--- src/hdl/wds_pkg.sv ---
// Shared constants and control types for the windowed duration statistics block
`default_nettype none

package wds_pkg;

  // Parameter defaults
  localparam int DURATION_BITS_DEF = 32;
  localparam int COUNT_BITS_DEF    = 16;

  // Configuration register
  localparam int              CFG_BITS       = 16;
  localparam logic [CFG_BITS-1:0] INTERVAL_RESET = 16'd120;

  // Item operation codes carried in tuser
  localparam logic OP_RECORD = 1'b0;
  localparam logic OP_FLUSH  = 1'b1;

  // Commands from the controller to the datapath
  typedef struct packed {
    logic accept;    // take the input item this cycle
    logic step;      // advance both dividers by one quotient bit
    logic load_out;  // move the finished report into the output register
  } wds_cmd_t;

  // Status from the datapath to the controller
  typedef struct packed {
    logic report_due;  // the item at the input produces a report
  } wds_status_t;

endpackage

`default_nettype wire

--- src/hdl/wds_datapath.sv ---
// Window accumulators, report snapshot, two restoring dividers and output register
`default_nettype none

module wds_datapath #(
  parameter int DURATION_BITS = wds_pkg::DURATION_BITS_DEF,
  parameter int COUNT_BITS    = wds_pkg::COUNT_BITS_DEF,
  parameter int IN_W          = 64,
  parameter int OUT_W         = 144
) (
  input  wire                          clk,
  input  wire                          rst,
  input  wds_pkg::wds_cmd_t            cmd,
  output wds_pkg::wds_status_t         status,
  input  wire [IN_W-1:0]               s_tdata,
  input  wire                          s_tuser,
  input  wire                          cfg_valid,
  input  wire [wds_pkg::CFG_BITS-1:0]  cfg_data,
  output logic [OUT_W-1:0]             m_tdata
);
  import wds_pkg::*;

  localparam int DB    = DURATION_BITS;
  localparam int CB    = COUNT_BITS;
  localparam int SB    = DB + CB;
  localparam int CMP_W = (CB > CFG_BITS) ? CB : CFG_BITS;

  // Window state
  logic [CFG_BITS-1:0] interval;
  logic [CB-1:0]       tally;
  logic [SB-1:0]       build_sum;
  logic [SB-1:0]       present_sum;
  logic [DB-1:0]       build_high;
  logic [DB-1:0]       present_high;

  // Report snapshot and dividers
  logic [CB-1:0]       div_count;
  logic [SB-1:0]       build_quo;
  logic [SB-1:0]       present_quo;
  logic [CB-1:0]       build_rem;
  logic [CB-1:0]       present_rem;
  logic [DB-1:0]       rep_build_max;
  logic [DB-1:0]       rep_present_max;

  // Combinational values
  logic [DB-1:0]       build_in;
  logic [DB-1:0]       present_in;
  logic                is_flush;
  logic [CB-1:0]       tally_inc;
  logic [SB:0]         build_add;
  logic [SB:0]         present_add;
  logic [CB-1:0]       cand_tally;
  logic [SB-1:0]       cand_build_sum;
  logic [SB-1:0]       cand_present_sum;
  logic [DB-1:0]       cand_build_high;
  logic [DB-1:0]       cand_present_high;
  logic [CFG_BITS-1:0] interval_eff;
  logic                report_due;
  logic                clear_window;
  logic [CB:0]         build_shift;
  logic [CB:0]         present_shift;
  logic                build_fits;
  logic                present_fits;
  logic [CB:0]         build_diff;
  logic [CB:0]         present_diff;
  logic [DB-1:0]       build_avg;
  logic [DB-1:0]       present_avg;
  logic [OUT_W-1:0]    out_word;

  // Unpack the item
  assign build_in   = s_tdata[DB-1:0];
  assign present_in = s_tdata[2*DB-1:DB];
  assign is_flush   = (s_tuser == OP_FLUSH);

  // Saturating updates of count and totals
  assign tally_inc   = (&tally) ? tally : tally + CB'(1);
  assign build_add   = {1'b0, build_sum} + (SB+1)'(build_in);
  assign present_add = {1'b0, present_sum} + (SB+1)'(present_in);

  // Window as it stands after this item; a flush leaves it as is
  always_comb begin
    if (is_flush) begin
      cand_tally        = tally;
      cand_build_sum    = build_sum;
      cand_present_sum  = present_sum;
      cand_build_high   = build_high;
      cand_present_high = present_high;
    end else begin
      cand_tally        = tally_inc;
      cand_build_sum    = build_add[SB] ? {SB{1'b1}} : build_add[SB-1:0];
      cand_present_sum  = present_add[SB] ? {SB{1'b1}} : present_add[SB-1:0];
      cand_build_high   = (build_in > build_high) ? build_in : build_high;
      cand_present_high = (present_in > present_high) ? present_in : present_high;
    end
  end

  // Decide whether this item reports; an interval of zero acts as one
  assign interval_eff = (interval == '0) ? CFG_BITS'(1) : interval;
  assign report_due   = is_flush ? (tally != '0)
                                 : (CMP_W'(tally_inc) >= CMP_W'(interval_eff));
  assign clear_window = report_due || is_flush;
  assign status.report_due = report_due;

  // Hold the report interval
  always_ff @(posedge clk) begin
    if (rst) begin
      interval <= INTERVAL_RESET;
    end else if (cfg_valid) begin
      interval <= cfg_data;
    end
  end

  // Advance or clear the window on each accepted item
  always_ff @(posedge clk) begin
    if (rst) begin
      tally        <= '0;
      build_sum    <= '0;
      present_sum  <= '0;
      build_high   <= '0;
      present_high <= '0;
    end else if (cmd.accept) begin
      if (clear_window) begin
        tally        <= '0;
        build_sum    <= '0;
        present_sum  <= '0;
        build_high   <= '0;
        present_high <= '0;
      end else begin
        tally        <= cand_tally;
        build_sum    <= cand_build_sum;
        present_sum  <= cand_present_sum;
        build_high   <= cand_build_high;
        present_high <= cand_present_high;
      end
    end
  end

  // One restoring division step per lane, shared divisor
  assign build_shift   = {build_rem, build_quo[SB-1]};
  assign present_shift = {present_rem, present_quo[SB-1]};
  assign build_fits    = (build_shift >= {1'b0, div_count});
  assign present_fits  = (present_shift >= {1'b0, div_count});
  assign build_diff    = build_fits ? build_shift - {1'b0, div_count} : build_shift;
  assign present_diff  = present_fits ? present_shift - {1'b0, div_count} : present_shift;

  // Snapshot the window on a report, then shift quotient bits in
  always_ff @(posedge clk) begin
    if (cmd.accept && report_due) begin
      div_count       <= cand_tally;
      build_quo       <= cand_build_sum;
      present_quo     <= cand_present_sum;
      build_rem       <= '0;
      present_rem     <= '0;
      rep_build_max   <= cand_build_high;
      rep_present_max <= cand_present_high;
    end else if (cmd.step) begin
      build_quo   <= {build_quo[SB-2:0], build_fits};
      present_quo <= {present_quo[SB-2:0], present_fits};
      build_rem   <= build_diff[CB-1:0];
      present_rem <= present_diff[CB-1:0];
    end
  end

  // Saturate each average at the largest duration
  assign build_avg   = (|build_quo[SB-1:DB]) ? {DB{1'b1}} : build_quo[DB-1:0];
  assign present_avg = (|present_quo[SB-1:DB]) ? {DB{1'b1}} : present_quo[DB-1:0];

  // Pack the report, lowest field first
  always_comb begin
    out_word                     = '0;
    out_word[CB-1:0]             = div_count;
    out_word[CB+DB-1:CB]         = build_avg;
    out_word[CB+2*DB-1:CB+DB]    = rep_build_max;
    out_word[CB+3*DB-1:CB+2*DB]  = present_avg;
    out_word[CB+4*DB-1:CB+3*DB]  = rep_present_max;
  end

  // Output register
  always_ff @(posedge clk) begin
    if (cmd.load_out) begin
      m_tdata <= out_word;
    end
  end

endmodule

`default_nettype wire

--- src/hdl/wds_ctrl.sv ---
// Controller: item intake, division sequencing and output register handshake
`default_nettype none

module wds_ctrl #(
  parameter int SUM_BITS = wds_pkg::DURATION_BITS_DEF + wds_pkg::COUNT_BITS_DEF
) (
  input  wire                   clk,
  input  wire                   rst,
  input  wire                   s_tvalid,
  output logic                  s_tready,
  output logic                  m_tvalid,
  input  wire                   m_tready,
  input  wds_pkg::wds_status_t  status,
  output wds_pkg::wds_cmd_t     cmd
);
  import wds_pkg::*;

  localparam int CNT_W = $clog2(SUM_BITS);

  localparam logic [1:0] ST_IDLE   = 2'd0;
  localparam logic [1:0] ST_DIVIDE = 2'd1;
  localparam logic [1:0] ST_FINISH = 2'd2;

  logic [1:0]       state;
  logic [1:0]       state_next;
  logic [CNT_W-1:0] step_count;
  logic             out_free;

  assign out_free = !m_tvalid || m_tready;

  // Next state and commands
  always_comb begin
    state_next   = state;
    cmd          = '0;
    s_tready     = 1'b0;
    case (state)
      ST_IDLE: begin
        s_tready = 1'b1;
        if (s_tvalid) begin
          cmd.accept = 1'b1;
          if (status.report_due) begin
            state_next = ST_DIVIDE;
          end
        end
      end
      ST_DIVIDE: begin
        cmd.step = 1'b1;
        if (step_count == CNT_W'(SUM_BITS - 1)) begin
          state_next = ST_FINISH;
        end
      end
      ST_FINISH: begin
        if (out_free) begin
          cmd.load_out = 1'b1;
          state_next   = ST_IDLE;
        end
      end
      default: begin
        state_next = ST_IDLE;
      end
    endcase
  end

  // State register
  always_ff @(posedge clk) begin
    if (rst) begin
      state <= ST_IDLE;
    end else begin
      state <= state_next;
    end
  end

  // Count division steps
  always_ff @(posedge clk) begin
    if (rst) begin
      step_count <= '0;
    end else if (cmd.accept) begin
      step_count <= '0;
    end else if (cmd.step) begin
      step_count <= step_count + CNT_W'(1);
    end
  end

  // Output valid: set on load, drop when the item is taken
  always_ff @(posedge clk) begin
    if (rst) begin
      m_tvalid <= 1'b0;
    end else if (cmd.load_out) begin
      m_tvalid <= 1'b1;
    end else if (m_tready) begin
      m_tvalid <= 1'b0;
    end
  end

endmodule

`default_nettype wire

--- src/hdl/windowed_duration_stats.sv ---
// Top level of the windowed duration statistics block
//
// Use: each input item on the s_ stream is either a record (tuser = 0) carrying
// one frame's build and present durations, or a flush (tuser = 1). Records are
// counted, summed and peak-tracked; when the count reaches report_interval a
// report item goes out on the m_ stream and the window clears. A flush reports
// a partial window if it holds a frame, and always clears it.
// The cfg_ channel writes report_interval (reset 120); cfg_ready is always high
// and writes are meant only while the block is idle.
// An item that does not report is taken while the block is idle, and the next
// can follow at once. A reporting item is snapshotted, then runs the two
// restoring dividers (DURATION_BITS + COUNT_BITS steps, one quotient bit per
// cycle); the report then moves into the output register on m_tdata once that
// register is free, and the input is not ready until the report is loaded.
// Reset (synchronous, rst high) empties the window, restores the interval and
// drops m_tvalid. A stalled receiver holds the report in the output register;
// the block still takes items, and a second report waits after its division
// until the output register is free.
`default_nettype none

module windowed_duration_stats #(
  parameter int DURATION_BITS = wds_pkg::DURATION_BITS_DEF,
  parameter int COUNT_BITS    = wds_pkg::COUNT_BITS_DEF,
  parameter int IN_W          = ((2 * DURATION_BITS + 7) / 8) * 8,
  parameter int OUT_W         = ((COUNT_BITS + 4 * DURATION_BITS + 7) / 8) * 8
) (
  input  wire                          clk,
  input  wire                          rst,
  input  wire                          s_tvalid,
  output logic                         s_tready,
  // build_duration, present_duration (zero padded to bytes)
  input  wire [IN_W-1:0]               s_tdata,
  // operation
  input  wire                          s_tuser,
  output logic                         m_tvalid,
  input  wire                          m_tready,
  // frames_in_report, build_average, build_max, present_average, present_max
  output logic [OUT_W-1:0]             m_tdata,
  input  wire                          cfg_valid,
  output logic                         cfg_ready,
  input  wire [wds_pkg::CFG_BITS-1:0]  cfg_data
);
  import wds_pkg::*;

  wds_cmd_t    cmd;
  wds_status_t status;

  // Register writes are always taken
  assign cfg_ready = 1'b1;

  // Sequence intake, division and output
  wds_ctrl #(
    .SUM_BITS (DURATION_BITS + COUNT_BITS)
  ) u_ctrl (
    .clk      (clk),
    .rst      (rst),
    .s_tvalid (s_tvalid),
    .s_tready (s_tready),
    .m_tvalid (m_tvalid),
    .m_tready (m_tready),
    .status   (status),
    .cmd      (cmd)
  );

  // Accumulate, divide and hold the report
  wds_datapath #(
    .DURATION_BITS (DURATION_BITS),
    .COUNT_BITS    (COUNT_BITS),
    .IN_W          (IN_W),
    .OUT_W         (OUT_W)
  ) u_datapath (
    .clk       (clk),
    .rst       (rst),
    .cmd       (cmd),
    .status    (status),
    .s_tdata   (s_tdata),
    .s_tuser   (s_tuser),
    .cfg_valid (cfg_valid),
    .cfg_data  (cfg_data),
    .m_tdata   (m_tdata)
  );

endmodule

`default_nettype wire

--- config.mk ---
export PLATFORM = sky130hd
export DESIGN_NAME = windowed_duration_stats
export DESIGN_NICKNAME = d
export VERILOG_FILES = /design/src/hdl/wds_pkg.sv /design/src/hdl/wds_datapath.sv /design/src/hdl/wds_ctrl.sv /design/src/hdl/windowed_duration_stats.sv
export SDC_FILE = /design/constraint.sdc
export NUM_CORES = 1
export LEC_CHECK = 0
export BUFFER_PORTS_ARGS = -buffer_cell sky130_fd_sc_hd__clkbuf_2
export CAP_MARGIN = 20
export CORE_MARGIN = 2
export CORE_UTILIZATION = 23
export CTS_BUF_LIST = sky130_fd_sc_hd__clkbuf_8
export DETAILED_ROUTE_END_ITERATION = 7
export GPL_TIMING_DRIVEN = 0
export PLACE_DENSITY = 0.42
export SYNTH_ARGS = -nofsm -noshare
export SYNTH_HDL_FRONTEND = slang
export SYNTH_SLANG_ARGS = --single-unit
--- constraint.sdc ---
create_clock -name clk -period 15.6 [get_ports clk]
set_clock_uncertainty 0.2 [all_clocks]
set_input_delay 0.78 -clock clk [delete_from_list [all_inputs] [get_ports clk]]
set_output_delay 0.78 -clock clk [all_outputs]
set_load 0.05 [all_outputs]
==> results.txt <==
----------------------------------------------------
[Critical path]
  Critical Path Sink ... u_datapath.rep_present_max[26]
  Startpoint of the lowest-slack register-to-register path ... u_datapath.tally[8]
  Delay contributed by the slowest stage of the critical path ... just under 0.8 ns
  Most common cell on crit path ... sky130_fd_sc_hd__clkbuf_1
  Slack of the worst reg-to-reg path ... 8.46 ns
  R2r endpoint ... u_datapath.rep_present_max[26]
  Maximum fanout along the worst path ... 33
  Cell-by-cell trace of the critical path ... clkbuf_1, nand4_1, nor2_1, nand4_1, or3b_2, clkbuf_1, o21ai_0, ha_1, nand2_1, o21ai_0, nand4_1, a21oi_1, o211ai_1, a31oi_1, nand2b_1, clkbuf_1, inv_1, buf_2, clkbuf_1, buf_2, buf_12, buf_12, buf_12
  Arrival time of the worst setup path ... 7.40 ns
  Critical path endpoint category ... flop
  Kind of launch point of the worst setup path ... flop
  Req. time, crit path ... about 16 ns
  Worst reg-to-reg path cell count ... 23
  Launching element of the worst setup path ... u_datapath.tally[8]
  Slowest cell on the critical path ... sky130_fd_sc_hd__clkbuf_1
  Category of the critical setup timing path ... flop to flop

[Layout]
  FILL cells ... 13200
  Commonest non-fill, non-tap cell in the layout ... sky130_fd_sc_hd__nand2_1
  Final Net Count ... 3586
  Layout overhead on the synthesized area ... 20.3%
  Area of all placed cells without fillers ... between 30000 and 40000 sq um
  Fraction of layout cells with a size suffix above 1 ... 0.156
  Top library cells by usage in the layout, fill and taps aside ... sky130_fd_sc_hd__nand2_1, sky130_fd_sc_hd__edfxtp_1, sky130_fd_sc_hd__o21ai_0

[Clock tree]
  Clock sink count ... about 550
  CTS root buf ... sky130_fd_sc_hd__clkbuf_8
  Cts bufs inserted ... 104
  Post_cts resized ... 0
  Number of buffers inserted by hold repair at cts ... 32
  TritonCTS clock tree ... done
  Level count of the clock H-tree ... 3
  Number of setup buffers added after CTS ... 0
  Clk pin slew, worst setup/hold paths ... 0.06 ns
  Maximum root-to-sink buffer count ... 3
  Clock network latency to the later pin of the worst-skew pair ... just over 0.8 ns

[Logic synthesis]
  Synthesis-stage register bit count ... 553
  Yosys top cell area share ... 0.333
  Mean instance size in the synthesized netlist ... 9.82 sq um
  Top FF cell, synth ... sky130_fd_sc_hd__edfxtp_1
  Count of flip-flops with a built-in enable after synthesis ... 320
  Count of different cell masters after synthesis ... 93
  Mapped Cells ... 2939
  Count of synthesis-stage warnings from yosys ... 0
  Ranking of synthesized cells by area ... sky130_fd_sc_hd__edfxtp_1, sky130_fd_sc_hd__dfxtp_1, sky130_fd_sc_hd__ha_1
  Post-synthesis cell area ... 28900 sq um
  Leading area contributor after synthesis ... sky130_fd_sc_hd__edfxtp_1
  Post-Syn Nets ... 3208
  Proportion of register bits with asynchronous set or reset after synthesis ... 0
  Sequential area share after synthesis ... 0.494

[Placement]
  RePlAce Congestion ... 0.852
  Number of buffers inserted by port buffering ... between 200 and 250
  Area after DPL ... about 32000 sq um
  HPWL reported at the end of detailed placement ... 75400 um

[GRT]
  Global route overflow ... 0
  Pin count of the biggest net entering global routing ... 54
  Via count of the first global-routing pass ... 23000
  Global-route wire length before repair ... roughly 150000 um
  Antenna violations before repair ... 3
  GRT Resource Usage Total ... 0.154

[Timing]
  Number of max-slew violations in the final report ... 0
  TNS Setup ... 0 ns
  Worst Max-Slew Pin Slew ... between 1 and 1.5 ns
  Period minus WS final ... 7.14 ns
  Final Hold Viols ... 0
  Max Clock Freq ... 140 MHz
  Relative slew margins ... 0.320
  Setup repair after global routing missed its margin ... false
  Ratio of final minimum period to clock period ... 0.458
  Setup violation total in the final timing report ... 0

[Floorplan]
  DIE HEIGHT ... 358 um
  Die width ... 358 um
  Starting density of the core ... 0.233
  Standard cell core area ... 124000 sq um
  Std-Cell Rows ... ~130
  I/O pin cnt ... 233
  Die area ... 128000 sq um

[Run status]
  Result of the run ... completed

[Route]
  Detailed-route vias per instance ... approximately 4.6
  Drt drc ... 0
  Average routed wire per standard cell ... 19.9 um
  Vias after detailed routing ... 23300
  Router iterations before antenna repair ... 7
  Iteration-0 DRC count of the detailed router ... about 1700
  Detailed Route WL ... between 100000 and 150000 um
  Antenna violation net count after detailed routing ... 0

[Pwr]
  Design internal power ... approximately 2800 uW
  Sequential cell fraction of total power ... 0.421
  Static power due to leakage ... 0.0135 uW
  Combinational power share ... 0.221
  Switching share of power ... 0.329
  Part of the total power dissipated in the clock network ... 0.358
  Net switching power ... 1350 uW
  Power per standard cell area ... 118 nW/um^2
  Max IR drop VDD ... 0.0650 mV

[Run]
  Number of max-cap violations ... 0

[Hold path]
  Worst hold path class ... input port to flop

----------------------------------------------------
## stage by stage
| stage | util | cells | setup WS, ns | power (uW) | hold WS (ns) |
|---|---|---|---|---|---|
| after CTS | 0.280 | 5044 | 8.38 | 4170 | 0.00105 |
| final | 0.280 | 5046 | 8.46 | 4100 | 0.0878 |
| after global routing | 0.280 | 5045 | 7.97 | 4340 | 0.0440 |
| after detailed placement | 0.260 | 4816 | 8.42 | 2660 | 0.205 |
| after global placement | 0.258 | 4805 | 2.17 | 2660 | 0.203 |
| after floorplan | - | 2939 | 7.49 | 2380 | 0.200 |
## cells in the mapped netlist, drive strengths merged (24+ instances only)
cell type / n
nand3: 56
nand2b: 26
a21oi: 165
xnor2: 74
inv: 146
nand4: 46
o21ai: 305
nor3: 48
xor2: 47
nor2: 200
a21o: 66
dfxtp: 233
clkbuf: 113
buf: 34
o21a: 29
edfxtp: 320
a31oi: 35
ha: 179
nand2: 356
mux2i: 24
a22o: 95
o31ai: 29
or2: 69
## worst min path at each step
stage,depth (start not counted),from,end,slack (ns)
after floorplan,0,u_datapath.rep_present_max[0],u_datapath.m_tdata[112],0.20
after global placement,0,u_datapath.rep_present_max[10],u_datapath.m_tdata[122],0.20
after global routing,2,s_tdata[18],u_datapath.build_high[18],0.04
after CTS,2,s_tdata[39],u_datapath.present_high[7],0.001
after detailed placement,0,u_datapath.rep_present_max[22],u_datapath.m_tdata[134],0.20
final,2,s_tdata[16],u_datapath.build_high[16],0.09
## critical path: cells and delay by family, from the launching register on
family	cells	cell delay, ns
AOI/OAI and AO/OA	5	1.41
adders and majority gates	1	0.22
buffers and inverters	10	3.32
DFF	1	0.30
and+or+nand+nor	7	1.23
## power by group through the flow
stage,clock (uW),combinational [uW],sequential (uW)
finish,1470,908,1730
global route,1590,1020,1740
CTS,1530,916,1730
detailed placement,0,906,1750
global placement,0,898,1770
floorplan,0,615,1760
## layout make-up
class | count | area [sq um] | area share
tap | 1637 | 2050 | 0.0590
antenna | 2 | 5.00 | 0.000144
clock buffer | 112 | 1540 | 0.0444
clock inverter | 84 | 576 | 0.0166
inverter | 146 | 551 | 0.0158
multi-input combinational | 2093 | 13500 | 0.387
sequential | 553 | 14300 | 0.411
timing repair buffer | 272 | 1670 | 0.0482
buffer | 147 | 609 | 0.0175
## sequential cells by signal (all words and copies together), names as in the netlist
register	count
u_datapath.present_high	32
u_ctrl.step_count	6
u_ctrl.m_tvalid	1
u_datapath.rep_build_max	32
u_datapath.div_count	16
u_datapath.build_rem	16
u_datapath.interval	16
u_datapath.rep_present_max	32
u_datapath.tally	16
u_datapath.m_tdata	144
u_ctrl.state	2
u_datapath.present_quo	48
u_datapath.build_sum	48
u_datapath.build_high	32
u_datapath.present_sum	48
u_datapath.present_rem	16
u_datapath.build_quo	48
## routing by layer
metal	GRT usage	vias to the layer above	wire length [um]
li1	-	11500	-
met1	0.208	11200	46900
met2	0.249	542	45900
met3	0.0295	134	5360
met4	0.0449	2	2160
met5	0	-	8
## cell families (layout without fill, tap and decap cells)
group / count (synthesis) / in the layout / synth area share
adders and majority gates: 183 / 183 / 0.0804
and+or+nand+nor: 911 / 911 / 0.147
AOI/OAI and AO/OA: 842 / 842 / 0.189
DFF: 553 / 553 / 0.494
xor gates and xnor gates: 121 / 121 / 0.0367
other: 1 / 3 / 0.000130
muxes: 35 / 35 / 0.0126
buffers and inverters: 293 / 761 / 0.0400
Note: power is estimated with default switching activity, not from simulation.
